$ cat src/sv/fhs_pkg.sv
// ----------------------------------------------------------------------------
// fhs_pkg
// Shared types, bit matrices and address tables of the flash halfword
// scrambler.
// ----------------------------------------------------------------------------
package fhs_pkg;

  // Configuration port sizes and register indexes.
  localparam int CFG_INDEX_WIDTH = 8;
  localparam int CFG_DATA_WIDTH  = 25;
  localparam int REGION_WIDTH    = 25;

  localparam logic [CFG_INDEX_WIDTH-1:0] REG_BASE_CODE    = 8'd0;
  localparam logic [CFG_INDEX_WIDTH-1:0] REG_REGION_START = 8'd1;

  localparam logic [REGION_WIDTH-1:0] REGION_START_RESET = 25'h1000084;

  // Address bits that feed the address terms: bits 1 to 24, plus bit 0 of
  // the masks (always clear in the table).
  localparam int TERM_ADDR_WIDTH = 25;
  localparam int N_ADDR_BITS     = 24;
  localparam int N_ADDR_MASKS    = 25;

  // A 16x16 GF(2) matrix stored as 16 columns; element i is column i.
  typedef logic [15:0][15:0] mat_t;
  typedef logic [N_ADDR_BITS-1:0][15:0] addr_term_tab_t;
  typedef logic [N_ADDR_MASKS-1:0][TERM_ADDR_WIDTH-1:0] mask_bit_tab_t;
  typedef logic [N_ADDR_MASKS-1:0][15:0] mask_term_tab_t;

  // Forward scrambling matrix, column 15 first.
  localparam mat_t MAT_FWD = {
    16'hA908, 16'h5221, 16'h2908, 16'h1000, 16'h0900, 16'hAD1A, 16'h1220, 16'h0100,
    16'h52A1, 16'hFFFF, 16'h1020, 16'hA918, 16'h0908, 16'h52A5, 16'hA91A, 16'h1221
  };

  // Term for address bit k+1, entry 23 first.
  localparam addr_term_tab_t ADDR_TERM = {
    16'hEFDF, 16'h0000, 16'hA818, 16'h5B21, 16'hB93A, 16'h56E7, 16'hA91A, 16'h4084,
    16'h5221, 16'h8432, 16'h0000, 16'hEE9F, 16'h5080, 16'hDFF7, 16'hEFDF, 16'h4285,
    16'hCBB1, 16'h52A5, 16'h14C4, 16'hA71B, 16'hD6F7, 16'hC99F, 16'h3E7F, 16'h0FAE
  };

  // Address bit masks, entry 24 first; a term applies when all mask bits are set.
  localparam mask_bit_tab_t MASK_BITS = {
    25'h800000, 25'h080100, 25'h044000, 25'h040040, 25'h020200,
    25'h010400, 25'h010040, 25'h010010, 25'h00A000, 25'h009000,
    25'h008008, 25'h004040, 25'h004010, 25'h002080, 25'h002020,
    25'h001100, 25'h001080, 25'h001020, 25'h000900, 25'h000840,
    25'h000810, 25'h000600, 25'h000480, 25'h000220, 25'h000140
  };

  localparam mask_term_tab_t MASK_TERM = {
    16'hB908, 16'hA918, 16'h1B20, 16'hA91A, 16'h53A5,
    16'h0908, 16'h5221, 16'hAD1A, 16'hBD3A, 16'h1000,
    16'h2908, 16'hA908, 16'hA91A, 16'hFBBD, 16'h0100,
    16'h52A1, 16'h0908, 16'h1221, 16'h2008, 16'h1220,
    16'h5221, 16'hB928, 16'h1221, 16'h52A1, 16'h1000
  };

  // Matrix times vector over GF(2): XOR of the columns selected by x.
  function automatic logic [15:0] gf2_mul(mat_t m, logic [15:0] x);
    logic [15:0] y;
    y = '0;
    for (int i = 0; i < 16; i++) begin
      if (x[i]) begin
        y = y ^ m[i];
      end
    end
    return y;
  endfunction

  // Gauss-Jordan elimination on the columns; the returned columns solve
  // m * x = y as the XOR of the columns selected by y. Used at elaboration.
  function automatic mat_t gf2_inverse(mat_t m);
    mat_t        v;
    mat_t        c;
    int          p;
    logic [15:0] tv;
    logic [15:0] tc;
    for (int j = 0; j < 16; j++) begin
      v[j] = m[j];
      c[j] = 16'(1) << j;
    end
    for (int b = 0; b < 16; b++) begin
      // Lowest column at or after b with bit b set is the pivot.
      p = 16;
      for (int j = 15; j >= b; j--) begin
        if (v[j][b]) begin
          p = j;
        end
      end
      if (p != 16) begin
        if (p != b) begin
          tv   = v[p];
          tc   = c[p];
          v[p] = v[b];
          c[p] = c[b];
          v[b] = tv;
          c[b] = tc;
        end
        for (int k = 0; k < 16; k++) begin
          if (k != b && v[k][b]) begin
            v[k] = v[k] ^ v[b];
            c[k] = c[k] ^ c[b];
          end
        end
      end
    end
    return c;
  endfunction

  localparam mat_t MAT_INV = gf2_inverse(MAT_FWD);

endpackage

$ cat src/sv/fhs_addr_terms.sv
// ----------------------------------------------------------------------------
// fhs_addr_terms
// Combines the per-bit and per-mask address constants of one halfword
// address into its 16-bit address term.
// ----------------------------------------------------------------------------
module fhs_addr_terms (
  input  logic [fhs_pkg::TERM_ADDR_WIDTH-1:0] addr,
  output logic [15:0]                         terms
);
  import fhs_pkg::*;

  logic [15:0] bit_terms;
  logic [15:0] mask_terms;

  // One constant for each set address bit from bit 1 up.
  always_comb begin
    bit_terms = '0;
    for (int i = 0; i < N_ADDR_BITS; i++) begin
      if (addr[i+1]) begin
        bit_terms = bit_terms ^ ADDR_TERM[i];
      end
    end
  end

  // One constant for each mask whose bits are all set.
  always_comb begin
    mask_terms = '0;
    for (int i = 0; i < N_ADDR_MASKS; i++) begin
      if ((addr & MASK_BITS[i]) == MASK_BITS[i]) begin
        mask_terms = mask_terms ^ MASK_TERM[i];
      end
    end
  end

  assign terms = bit_terms ^ mask_terms;

endmodule

$ cat src/sv/flash_halfword_scrambler.sv
// ----------------------------------------------------------------------------
// flash_halfword_scrambler
// Encrypts or decrypts flash halfwords by base code, bit matrix and address
// terms; halfwords below the scrambled region pass through.
// ----------------------------------------------------------------------------
// The block takes one halfword beat per clock and presents the results on
// the output in order. Each beat passes through four register stages
// (input capture, address terms and region test, matrix, final XOR and
// output); a stall on the output side holds every stage and lets bubbles
// close up, so throughput stays at one beat per cycle whenever the output
// side is ready. Configuration writes take effect at once and are meant
// to be made while no beat is in flight.
module flash_halfword_scrambler #(
  parameter int ADDRESS_WIDTH = 25
) (
  input  logic                                 clk,
  input  logic                                 rst,
  // Configuration write channel.
  input  logic                                 cfg_valid,
  output logic                                 cfg_ready,
  input  logic [fhs_pkg::CFG_INDEX_WIDTH-1:0]  cfg_index,
  input  logic [fhs_pkg::CFG_DATA_WIDTH-1:0]   cfg_data,
  // Input stream.
  input  logic                                 s_tvalid,
  output logic                                 s_tready,
  // s_tdata: byte_address, halfword_in, zero fill.
  input  logic [((ADDRESS_WIDTH+16+7)/8)*8-1:0] s_tdata,
  // s_tuser: kind (0 encrypt, 1 decrypt).
  input  logic                                 s_tuser,
  // Output stream.
  output logic                                 m_tvalid,
  input  logic                                 m_tready,
  // m_tdata: halfword_out.
  output logic [15:0]                          m_tdata,
  // m_tuser: was_scrambled.
  output logic                                 m_tuser
);
  import fhs_pkg::*;

  localparam int AW = ADDRESS_WIDTH;

  // Configuration registers.
  logic [15:0]             base_code;
  logic [REGION_WIDTH-1:0] region_start;

  assign cfg_ready = 1'b1;

  always_ff @(posedge clk) begin
    if (rst) begin
      base_code    <= '0;
      region_start <= REGION_START_RESET;
    end else if (cfg_valid && cfg_ready) begin
      if (cfg_index == REG_BASE_CODE) begin
        base_code <= cfg_data[15:0];
      end else if (cfg_index == REG_REGION_START) begin
        region_start <= cfg_data[REGION_WIDTH-1:0];
      end
    end
  end

  // Stage valids and the ready chain; a stage moves when it is empty or
  // the stage after it moves.
  logic v1, v2, v3, v4;
  logic rdy1, rdy2, rdy3, rdy4;

  assign rdy4     = !v4 || m_tready;
  assign rdy3     = !v3 || rdy4;
  assign rdy2     = !v2 || rdy3;
  assign rdy1     = !v1 || rdy2;
  assign s_tready = rdy1;

  always_ff @(posedge clk) begin
    if (rst) begin
      v1 <= 1'b0;
      v2 <= 1'b0;
      v3 <= 1'b0;
      v4 <= 1'b0;
    end else begin
      if (rdy1) begin
        v1 <= s_tvalid;
      end
      if (rdy2) begin
        v2 <= v1;
      end
      if (rdy3) begin
        v3 <= v2;
      end
      if (rdy4) begin
        v4 <= v3;
      end
    end
  end

  // Stage 1: capture the input beat.
  logic          kind1;
  logic [AW-1:0] addr1;
  logic [15:0]   data1;

  always_ff @(posedge clk) begin
    if (rdy1) begin
      kind1 <= s_tuser;
      addr1 <= s_tdata[AW-1:0];
      data1 <= s_tdata[AW+15:AW];
    end
  end

  // Stage 2: region test and address terms.
  logic [15:0] terms1;
  logic        in_region1;
  logic        kind2;
  logic        in_region2;
  logic [15:0] terms2;
  logic [15:0] data2;

  fhs_addr_terms u_addr_terms (
    .addr  (addr1[TERM_ADDR_WIDTH-1:0]),
    .terms (terms1)
  );

  assign in_region1 = {addr1[AW-1:1], 1'b0} >= AW'(region_start);

  always_ff @(posedge clk) begin
    if (rdy2) begin
      kind2      <= kind1;
      in_region2 <= in_region1;
      terms2     <= terms1;
      data2      <= data1;
    end
  end

  // Stage 3: pre-whitening and the forward or inverse matrix.
  logic [15:0] pre2;
  logic [15:0] mixed2;
  logic        kind3;
  logic        in_region3;
  logic [15:0] terms3;
  logic [15:0] data3;
  logic [15:0] mixed3;

  assign pre2   = kind2 ? (data2 ^ terms2) : (data2 ^ base_code);
  assign mixed2 = kind2 ? gf2_mul(MAT_INV, pre2) : gf2_mul(MAT_FWD, pre2);

  always_ff @(posedge clk) begin
    if (rdy3) begin
      kind3      <= kind2;
      in_region3 <= in_region2;
      terms3     <= terms2;
      data3      <= data2;
      mixed3     <= mixed2;
    end
  end

  // Stage 4: post-whitening and pass-through select into the output register.
  logic [15:0] post3;
  logic [15:0] result4;
  logic        scrambled4;

  assign post3 = kind3 ? (mixed3 ^ base_code) : (mixed3 ^ terms3);

  always_ff @(posedge clk) begin
    if (rdy4) begin
      result4    <= in_region3 ? post3 : data3;
      scrambled4 <= in_region3;
    end
  end

  assign m_tvalid = v4;
  assign m_tdata  = result4;
  assign m_tuser  = scrambled4;

  // A stalled output stage keeps its beat.
  a_out_hold: assert property (@(posedge clk) disable iff (rst)
    (v4 && !m_tready) |=> (v4 && $stable(result4) && $stable(scrambled4)))
    else $error("output stage changed while stalled");

  // A middle stage blocked from below keeps its beat.
  a_mid_hold: assert property (@(posedge clk) disable iff (rst)
    (v3 && !rdy4) |=> (v3 && $stable(mixed3) && $stable(in_region3)))
    else $error("matrix stage changed while blocked");

  // Reset empties the pipeline.
  a_reset_empty: assert property (@(posedge clk)
    rst |=> (!m_tvalid && !v1 && !v2 && !v3))
    else $error("pipeline not empty after reset");

endmodule
$ cat config.mk
export PLATFORM = sky130hd
export DESIGN_NAME = flash_halfword_scrambler
export DESIGN_NICKNAME = d
export VERILOG_FILES = /design/src/sv/fhs_pkg.sv /design/src/sv/fhs_addr_terms.sv /design/src/sv/flash_halfword_scrambler.sv
export SDC_FILE = /design/constraint.sdc
export NUM_CORES = 1
export LEC_CHECK = 0
export BUFFER_PORTS_ARGS = -buffer_cell sky130_fd_sc_hd__buf_2
export CELL_PAD_IN_SITES_DETAIL_PLACEMENT = 1
export CELL_PAD_IN_SITES_GLOBAL_PLACEMENT = 2
export CORE_UTILIZATION = 40
export DETAILED_ROUTE_END_ITERATION = 7
export PLACE_DENSITY = 0.91
export SETUP_SLACK_MARGIN = 0.15
export SYNTH_ARGS = -nofsm -noshare
export SYNTH_HDL_FRONTEND = slang
export SYNTH_SLANG_ARGS = --single-unit
$ cat constraint.sdc
create_clock -name clk -period 6.5 [get_ports clk]
set_input_delay 0.325 -clock clk [delete_from_list [all_inputs] [get_ports clk]]
set_output_delay 0.325 -clock clk [all_outputs]
set_load 0.1 [all_outputs]
==> results.py, run 1 <==
metrics = {
    "setup_path": {
        "reg2reg_from": "kind2",
        "path_max_fanout": 32,
        "critPathCaptureType": "flip-flop",
        "startpoint_type": "flip-flop",
        "r2r_end": "mixed3[12]",
        "cp.arrival_ns": 3.01,
        "critPathRequiredTime_ns": 6.69,
        "r2r_setup_slack_ns": 3.68,
        "reg2reg_depth": 8,
        "worstSetupPathType": "flip-flop to flip-flop",
    },
    "worst_hold_path": {
        "hold_start": "s_tdata[32]",
        "whs_endpoint": "data1[7]",
        "hold_class": "primary input to flip-flop",
        "min_path_cells": 1,
    },
    "global_route": {
        "gr-usage-met1": 0.2178,
        "grt_overflow_total": 0,
        "met3_usage": 0.03913,
        "top_usage_layer": "met2",
        "first_global_vias": 5740,
        "grt_antenna_before_repair": 0,
        "grt_max_degree": 51,
        "use_met2": 0.3140,
        "grt_first_pass_wirelength_mm": 31.55,
        "grt_usage": 0.1783,
    },
    "power": {
        "ir_drop_uv": 194.7,
        "power.leakage_nw": 3.907,
        "p_per_area_nw_per_um2": 381.5,
    },
    "layout": {
        "area_delta_synth_final_pct": 14.01,
        "fillerInstances": 2326,
        "seq_area_um2": 5165,
        "n_antenna_cell": 0,
        "multi_input_area_um2": 3749,
        "drive_gt1_frac": 0.1995,
        "nets": 920,
        "design_area_um2": 10440,
    },
    "routing": {
        "first_pass_iters": 4,
        "vias_per_cell": 4.844,
        "drtIter0Drc": 182,
        "wire_per_inst_um": 18.00,
        "wl_mm": 19.83,
        "drc": 0,
        "vias": 5338,
        "antenna_left": 0,
    },
    "run": {
        "max_cap_viol_count": 0,
    },
    "yosys": {
        "synthesis.area_um2": 9156,
        "synth.top_cell.area_share": 0.4657,
        "synth-async-reset-ratio": 0,
        "synth_cell_type_count": 49,
        "syn-mean-instance-area_um2": 12.73,
        "synth_area_leaders": "edfxtp_1, xnor2_1, dfxtp_1",
        "synth_nets": 830,
        "synth_cells": 719,
        "synth-main-ff-cell": "edfxtp_1",
        "yosysSeqAreaShare": 0.5641,
        "synth_edf_count": 142,
        "yosysTopAreaCell": "edfxtp_1",
        "synth_warnings": 0,
        "synth-seq-cells": 187,
    },
    "cts": {
        "cts_tree": "yes",
        "h-tree-depth": 4,
        "cts_hold_buf": 0,
        "clockBufferDepth": 2,
        "post_cts_buffers": 0,
        "cts_buffers": 17,
        "clkLatencyLatePin_ns": 0.44,
        "cts-resized-gates": 0,
        "cts-root-buf": "clkbuf_16",
        "path_clk_slew_ns": 0.08,
        "cts.sinks": 187,
    },
    "sta": {
        "rsz0062_at_grt": "false",
        "layout_min_cycle_time_ns": 2.817,
        "setup_viol": 0,
        "hold_viol_final": 0,
        "fin_crit_sh": 0.4334,
        "tns_ns": 0,
        "clock_skew_ns": 0.01192,
        "slew_violations": 0,
        "relSlewSlack": 0.2933,
        "fmax_ghz": 0.3550,
        "worstMarginPinSlew_ns": 1.055,
        "timing.final.ws_setup_ns": 3.683,
    },
    "placed_design": {
        "detailed_place_hpwl_mm": 14.41,
        "pre_cts_ws_ns": 3.669,
        "gp_congestion": 0.8609,
        "io_buffers": 97,
        "placed_area_um2": 9881,
    },
    "die": {
        "die-area_um2": 23500,
        "fp.dieW_um": 153.3,
        "rows": 54,
        "io_pins": 107,
        "start_util": 0.4132,
        "core_um2": 22160,
        "die_h_um": 153.3,
    },
    "status": {
        "outcome": "complete, no violations",
    },
}
[cell usage after synthesis, types with 2 or more instances]
cell      number
nand3b_1       3
xnor3_1        2
inv_1         27
o21a_1         2
xor2_1        43
mux2i_4        3
o21ai_0        5
nand4_1        4
nand2b_1       5
clkbuf_1      19
mux2i_1       47
o21ai_1        3
xnor2_2        4
buf_2          7
a21oi_1       30
edfxtp_1     142
xnor2_1      139
o211ai_1       2
mux2_2        16
ha_1          24
a21o_1         3
o21ai_2        2
xor2_2         2
nor2_1        28
dfxtp_1       45
nand2_1       82
nor2b_1        8
[critical path: stages, from the launching register on]
cell	delay, ns
edfxtp_1	0.34
buf_4	0.43
mux2i_1	0.36
xor2_2	0.32
xor3_1	0.44
xnor3_1	0.29
xnor2_1	0.13
mux2i_1	0.10
xnor2_1	0.15
[state kept, by name, summed over array words and instances, names as in the netlist]
name / cells
in_region3: 1
terms3: 16
m_tvalid: 1
data2: 16
in_region2: 1
v3: 1
kind2: 1
region_start: 25
data3: 16
m_tdata: 16
m_tuser: 1
data1: 16
addr1: 24
base_code: 16
v1: 1
v2: 1
terms2: 16
kind3: 1
mixed3: 16
kind1: 1
[worst max path at each step]
stage          slack [ns]      from          to
6_report             3.68     kind2  mixed3[12]
5_1_grt              3.56     kind2  mixed3[12]
4_1_cts              3.66     kind2  mixed3[12]
3_5_place_dp         3.67     kind2  mixed3[11]
3_3_place_gp         3.76     kind2  mixed3[12]
2_1_floorplan        3.04  m_tvalid   addr1[10]
[routing by layer]
layer | up-vias | part of all wire
met5 | - | 0
met4 | 0 | 0.016
met3 | 18 | 0.027
met2 | 87 | 0.51
met1 | 2608 | 0.45
li1 | 2625 | -
[cell families (layout without fill, tap and decap cells)]
logic type | after synthesis | after routing | synth area share
XOR/XNOR | 193 | 193 | 0.1980
flip-flops | 187 | 187 | 0.5641
AND/OR/NAND/NOR | 139 | 139 | 0.06614
multiplexers | 66 | 66 | 0.07844
buffers and inverters | 57 | 160 | 0.02733
AO/OA/AOI/OAI | 52 | 52 | 0.03279
adder cells (fa/ha/maj) | 24 | 24 | 0.03280
other | 1 | 1 | 0.0004096
[placed cells by master (no fill, tap or decap), types with 2 or more instances in the layout]
master      netlist  final
edfxtp_1        142    142
xnor2_1         139    139
buf_2             7     97
nand2_1          82     80
mux2i_1          47     47
dfxtp_1          45     45
xor2_1           43     43
a21oi_1          30     30
nor2_1           28     28
inv_1            27     27
ha_1             24     24
clkbuf_16         0     17
mux2_2           16     16
nor2b_1           8      7
inv_6             0      6
nand2b_1          5      5
o21ai_0           5      5
xnor2_2           4      4
nand4_1           4      4
buf_4             1      4
mux2i_4           3      3
o21ai_1           3      3
a21o_1            3      3
nand3b_1          3      3
nand2_2           0      2
xor2_2            2      2
xnor3_1           2      2
o21ai_2           2      2
o21a_1            2      2
o211ai_1          2      2
clkinvlp_4        0      2
clkinv_4          0      2
inv_8             0      2
[area by class of cell]
type,instances,area share
well taps,280,0.03356
inverters,27,0.009709
repair buffers,101,0.04938
clock buffers,18,0.04111
multi-input cells,475,0.3591
clock inverters,14,0.01235
flip-flops and latches,187,0.4948
[power breakdown]
part	leakage [nW]	switching [W]	total, W	internal (W)
registers	1.87	0.000137	0.00173	0.00159
logic	1.77	0.000733	0.00127	0.000535
clock network	0.269	0.000480	0.000986	0.000505
total	3.91	0.00135	0.00398	0.00263
[stage by stage]
step                std cells  power, W  hold WS, ns    util
floorplan                 719  0.002770       0.4003       -
global placement         1070  0.002975       0.4032  0.4459
detailed placement       1070  0.003031       0.4059  0.4459
CTS                      1102  0.004029      0.03721  0.4710
global route             1102  0.004169      0.03535  0.4710
finish                   1102  0.003982      0.05784  0.4710
No activity file was read; power rests on OpenSTA's default activity.
==> run 2, diff against run 1 <==
Clock period 6.5 ns to 2.8 ns, I/O delays scaled along.
==> run 2 against run 1 <==
Clock-buffer cell count down 1. Critical path depth unchanged. Power up 140%. Die area unchanged. Sequential cell count unchanged. Cell count up 7.0%. Combinational power up 140%. Critical path type unchanged. Largest power group unchanged.
==> results.py, run 2 (synthesis results as in run 1) <==
metrics = {
    "layout": {
        "utilization": 0.5082,
        "n_antenna_cell": 0,
        "largest_reg_flops": 25,
        "drive_gt1_frac": 0.1902,
        "nets": 997,
        "fillerInstances": 2307,
        "layout_commonest_cell": "edfxtp_1",
        "regMostFlops": "region_start",
        "largest_registers": "region_start (25), addr1 (24)",
        "area_delta_synth_final_pct": 23.00,
        "final_cell_mix": "edfxtp_1, xnor2_1, buf_2",
        "fin_cells": 1179,
    },
    "sta": {
        "fmax_ghz": 0.3836,
        "slew_violations": 0,
        "clock_skew_ns": 0.01247,
        "relSlewSlack": 0.3746,
        "setup_viol": 0,
        "layout_min_cycle_time_ns": 2.607,
        "fin_crit_sh": 0.9311,
        "hold_viol_final": 0,
        "rsz0062_at_grt": "false",
        "worstMarginPinSlew_ns": 0.9381,
        "timing.final.ws_setup_ns": 0.1929,
        "tns_ns": 0,
    },
    "global_route": {
        "grt_overflow_total": 0,
        "grt_max_degree": 51,
        "first_global_vias": 6441,
        "grt_antenna_before_repair": 0,
        "grt_usage": 0.1933,
        "grt_first_pass_wirelength_mm": 34.15,
    },
    "routing": {
        "vias": 5761,
        "drtIter0Drc": 254,
        "first_pass_iters": 4,
        "vias_per_cell": 4.886,
        "antenna_left": 0,
        "wire_per_inst_um": 18.36,
        "drc": 0,
        "wl_mm": 21.65,
    },
    "die": {
        "start_util": 0.4132,
        "rows": 54,
        "die-area_um2": 23500,
        "io_pins": 107,
        "die_h_um": 153.3,
        "fp.dieW_um": 153.3,
        "core_um2": 22160,
    },
    "power": {
        "power_w": 0.009535,
        "ir_drop_uv": 335.3,
        "power.leakage_nw": 4.289,
        "p_per_area_nw_per_um2": 846.7,
    },
    "cts": {
        "clockBufferDepth": 2,
        "clkLatencyLatePin_ns": 0.43,
        "cts.sinks": 187,
        "cts-root-buf": "clkbuf_16",
        "path_clk_slew_ns": 0.07,
        "cts_buffers": 17,
        "cts_tree": "yes",
        "h-tree-depth": 4,
    },
    "setup_path": {
        "crit_path_top_delay_cell": "xor3_1",
        "reg2reg_depth": 8,
        "worstSetupPathType": "flip-flop to flip-flop",
        "critPathBufInv": 1,
        "critPathRequiredTime_ns": 2.98,
        "cp.arrival_ns": 2.78,
        "cp.depth": 8,
        "path_max_fanout": 16,
        "cpPeakStageDelay_ns": 0.52,
        "crit_family": "XOR/XNOR gates",
        "crit_chain": "buf_12 -> mux2i_1 -> xnor2_2 -> xor3_1 -> xnor3_1 -> xnor2_1 -> mux2i_1 -> xnor2_1",
        "startpoint_type": "flip-flop",
        "critPathCaptureType": "flip-flop",
    },
    "worst_hold_path": {
        "min_path_cells": 3,
        "hold_class": "primary input to flip-flop",
    },
    "run": {
        "max_cap_viol_count": 0,
    },
    "placed_design": {
        "gp_congestion": 0.8431,
        "pre_cts_ws_ns": 0.1691,
        "io_buffers": 97,
        "detailed_place_hpwl_mm": 15.25,
        "dpl.cell_count": 1079,
    },
    "status": {
        "outcome": "complete, no violations",
    },
}
run 2: cell types whose count changed in the layout (fill, tap and decap cells not counted), sizes merged:
cell,delta
dlygate4sd3,+66
buf,+10
clkinv,+4
inv,-4
bufinv,+3
clkinvlp,-2
run 2: area by class of cell:
cell class,count,area [um2],area share
Timing Repair Buffer,178,1289,0.1144
Sequential cell,187,5165,0.4586
Multi-Input combinational cell,475,3761,0.3340
Tap cell,280,350.3,0.03111
Clock inverter,15,170.2,0.01511
Inverter,27,101.3,0.008999
Clock buffer,17,425.4,0.03777
run 2: through the flow:
step | hold WS [ns] | cell area [um2]
after floorplan | 0.2389 | 9166
after global placement | 0.3167 | 9966
after detailed placement | 0.3183 | 9966
after CTS | 0.01452 | 11230
after global routing | 0.03181 | 11260
final | 0.03843 | 11260
run 2: tightest hold or removal path, cell delays in order:
cell and delay [ns]:
buf_2 0.14, nand2_1 0.08, a21oi_1 0.06
run 2: what timing repair did:
| item | 4_1_cts | 5_1_grt |
|---|---|---|
| endpoints found under the hold margin | 74 | 0 |
| pin swaps | 0 | 0 |
| gates resized for setup | 1 | 0 |
| hold buffers | 66 | 0 |
| gates cloned | 0 | 1 |
| setup buffers | 0 | 1 |
| endpoints found under the setup margin | 1 | 3 |
run 2: report_power, final:
| group | switching, W | leakage, nW | total [W] | internal, W |
|---|---|---|---|---|
| registers | 0.000310 | 1.87 | 0.00401 | 0.00370 |
| logic | 0.00173 | 2.13 | 0.00307 | 0.00133 |
| clock network | 0.00106 | 0.291 | 0.00246 | 0.00141 |
| total | 0.00310 | 4.29 | 0.00954 | 0.00644 |
run 2: final timing paths:
path | start | endpoint | slack (ns)
setup / recovery | kind2 | mixed3[12] | 0.19
hold / removal | cfg_data[8] | region_start[8] | 0.04
setup reg to reg | kind2 | mixed3[12] | 0.19
hold reg to reg | data1[0] | data2[0] | 0.42
run 2: routing by layer:
metal / vias up / routed length, um / global-route usage
li1: 2775 / - / -
met3: 24 / 542 / 0.03374
met4: 0 / 331 / 0.06301
met2: 102 / 11770 / 0.3683
met5: - / 0 / 0
met1: 2860 / 9000 / 0.2156
==> run 3, diff against run 2 <==
Settings changed: CORE_ASPECT_RATIO from default to 0.9, CTS_CLUSTER_DIAMETER from default to 200.
==> run 3 against run 2 <==
Sequential share of layout area down 0.096 points. First-iteration DRC count increased by 12%. Core utilization down 0.54 points. Largest cell class unchanged. Maximum frequency rose by 2.8%. Critical path type unchanged.
==> results.py, run 3 (synthesis results as in run 1) <==
metrics = {
    "sta": {
        "relSlewSlack": 0.3952,
        "fmax_ghz": 0.3945,
        "whs_ns": 0.03542,
        "fin_crit_sh": 0.9053,
        "setup_viol": 0,
        "tns_ns": 0,
        "layout_min_cycle_time_ns": 2.535,
        "clock_skew_ns": 0.01414,
        "hold_viol_final": 0,
        "worstMarginPinSlew_ns": 0.9072,
        "slew_violations": 0,
        "rsz0062_at_grt": "false",
    },
    "layout": {
        "fillerInstances": 2362,
        "largest_registers": "region_start (25), addr1 (24)",
        "layout_commonest_cell": "edfxtp_1",
        "regMostFlops": "region_start",
        "n_antenna_cell": 0,
        "final_cell_mix": "edfxtp_1, xnor2_1, buf_2",
        "fin_cells": 1196,
        "design_area_um2": 11290,
        "largest_reg_flops": 25,
        "nets": 997,
        "drive_gt1_frac": 0.1935,
        "utilization": 0.5028,
        "area_delta_synth_final_pct": 23.26,
    },
    "cts": {
        "h-tree-depth": 4,
        "cts.sinks": 187,
        "cts_tree": "yes",
        "cts_buffers": 17,
        "path_clk_slew_ns": 0.08,
        "cts-root-buf": "clkbuf_16",
        "clkLatencyLatePin_ns": 0.43,
        "clockBufferDepth": 2,
    },
    "routing": {
        "drc": 0,
        "wire_per_inst_um": 18.66,
        "first_pass_iters": 4,
        "vias": 5735,
        "vias_per_cell": 4.795,
        "antenna_left": 0,
        "drtIter0Drc": 284,
        "wl_mm": 22.32,
    },
    "run": {
        "max_cap_viol_count": 0,
    },
    "setup_path": {
        "cp.arrival_ns": 2.72,
        "critPathBufInv": 1,
        "crit_family": "XOR/XNOR gates",
        "crit_path_top_delay_cell": "xor3_1",
        "r2r_setup_slack_ns": 0.27,
        "startpoint_type": "flip-flop",
        "worstSetupPathType": "flip-flop to flip-flop",
        "cpPeakStageDelay_ns": 0.52,
        "path_max_fanout": 16,
        "critPathRequiredTime_ns": 2.99,
        "critPathCaptureType": "flip-flop",
        "crit_chain": "buf_12 -> mux2i_1 -> xnor2_2 -> xor3_1 -> xnor3_1 -> xnor2_1 -> mux2i_1 -> xnor2_1",
    },
    "global_route": {
        "grt_usage": 0.1981,
        "grt_first_pass_wirelength_mm": 35.07,
        "first_global_vias": 6407,
        "grt_overflow_total": 0,
        "grt_antenna_before_repair": 1,
        "grt_max_degree": 46,
    },
    "power": {
        "pwr-share-seq": 0.423,
        "combPwrFrac": 0.327,
        "p_clk_frac": 0.249,
        "p_int_w": 0.006293,
        "ir_drop_uv": 517.0,
        "p_per_area_nw_per_um2": 841.1,
        "switching_share": 0.3371,
        "switchingPower_w": 0.003200,
        "power.leakage_nw": 4.283,
    },
    "die": {
        "core_um2": 22450,
        "start_util": 0.4079,
        "rows": 52,
        "io_pins": 107,
        "die-area_um2": 23500,
        "fp.dieW_um": 161.5,
        "die_h_um": 145.5,
    },
    "status": {
        "outcome": "complete, no violations",
    },
    "placed_design": {
        "io_buffers": 97,
        "detailed_place_hpwl_mm": 15.10,
        "dpl.cell_count": 1094,
        "gp_congestion": 0.8412,
        "placed_area_um2": 9985,
    },
    "worst_hold_path": {
        "hold_class": "primary input to flip-flop",
    },
}
## run 3: cell types whose count changed in the layout (fill, tap and decap cells not counted), sizes merged
cell,delta
clkbuf,+1
inv,-2
bufinv,-2
clkinvlp,+1
clkinv,+2
## run 3: what timing repair did
item	in CTS	in global routing
endpoints found under the setup margin	0	3
gates resized for setup	0	2
hold endpoints to repair	74	0
hold buffers	66	0
buffers inserted	0	3
## run 3: worst paths after layout
path / endpoint / cells past startpoint / start
max: mixed3[12] / 8 / kind2
min: region_start[13] / 3 / cfg_data[13]
max reg2reg: mixed3[12] / 8 / kind2
min reg2reg: data2[5] / 0 / data1[5]
## run 3: metrics by stage
step / total power (W) / setup WS, ns
CTS: 0.009494 / 0.1913
finish: 0.009493 / 0.2651
floorplan: 0.006430 / 0.3878
global route: 0.009904 / 0.1544
global placement: 0.006927 / 0.2940
detailed placement: 0.007054 / 0.2102
## run 3: worst min-delay path: cells and delay by family
kind            cells  cell delay (ns)
compound gates      1             0.06
buf+inv             1             0.14
simple gates        1             0.07
## run 3: cell type report
| cell class | instances | area [um2] | area share |
|---|---|---|---|
| clock inverters | 14 | 145.1 | 0.01286 |
| clock buffers | 18 | 429.2 | 0.03803 |
| multi-input cells | 475 | 3772 | 0.3343 |
| well taps | 297 | 371.6 | 0.03293 |
| repair buffers | 178 | 1301 | 0.1153 |
| inverters | 27 | 101.3 | 0.008980 |
| flip-flops and latches | 187 | 5165 | 0.4577 |
## run 3: power by group through the flow
stage	registers [W]	logic (W)	clock network [W]
global placement	0.00403	0.00290	0
detailed placement	0.00407	0.00299	0
CTS	0.00402	0.00309	0.00239
floorplan	0.00458	0.00185	0
finish	0.00402	0.00311	0.00237
global route	0.00406	0.00333	0.00251
## run 3: metal layers
layer,GRT usage,share of wire,vias up
li1,-,-,2775
met1,0.2435,0.44,2833
met2,0.3528,0.52,98
met3,0.03534,0.025,29
met4,0.05849,0.019,0
met5,0,0,-
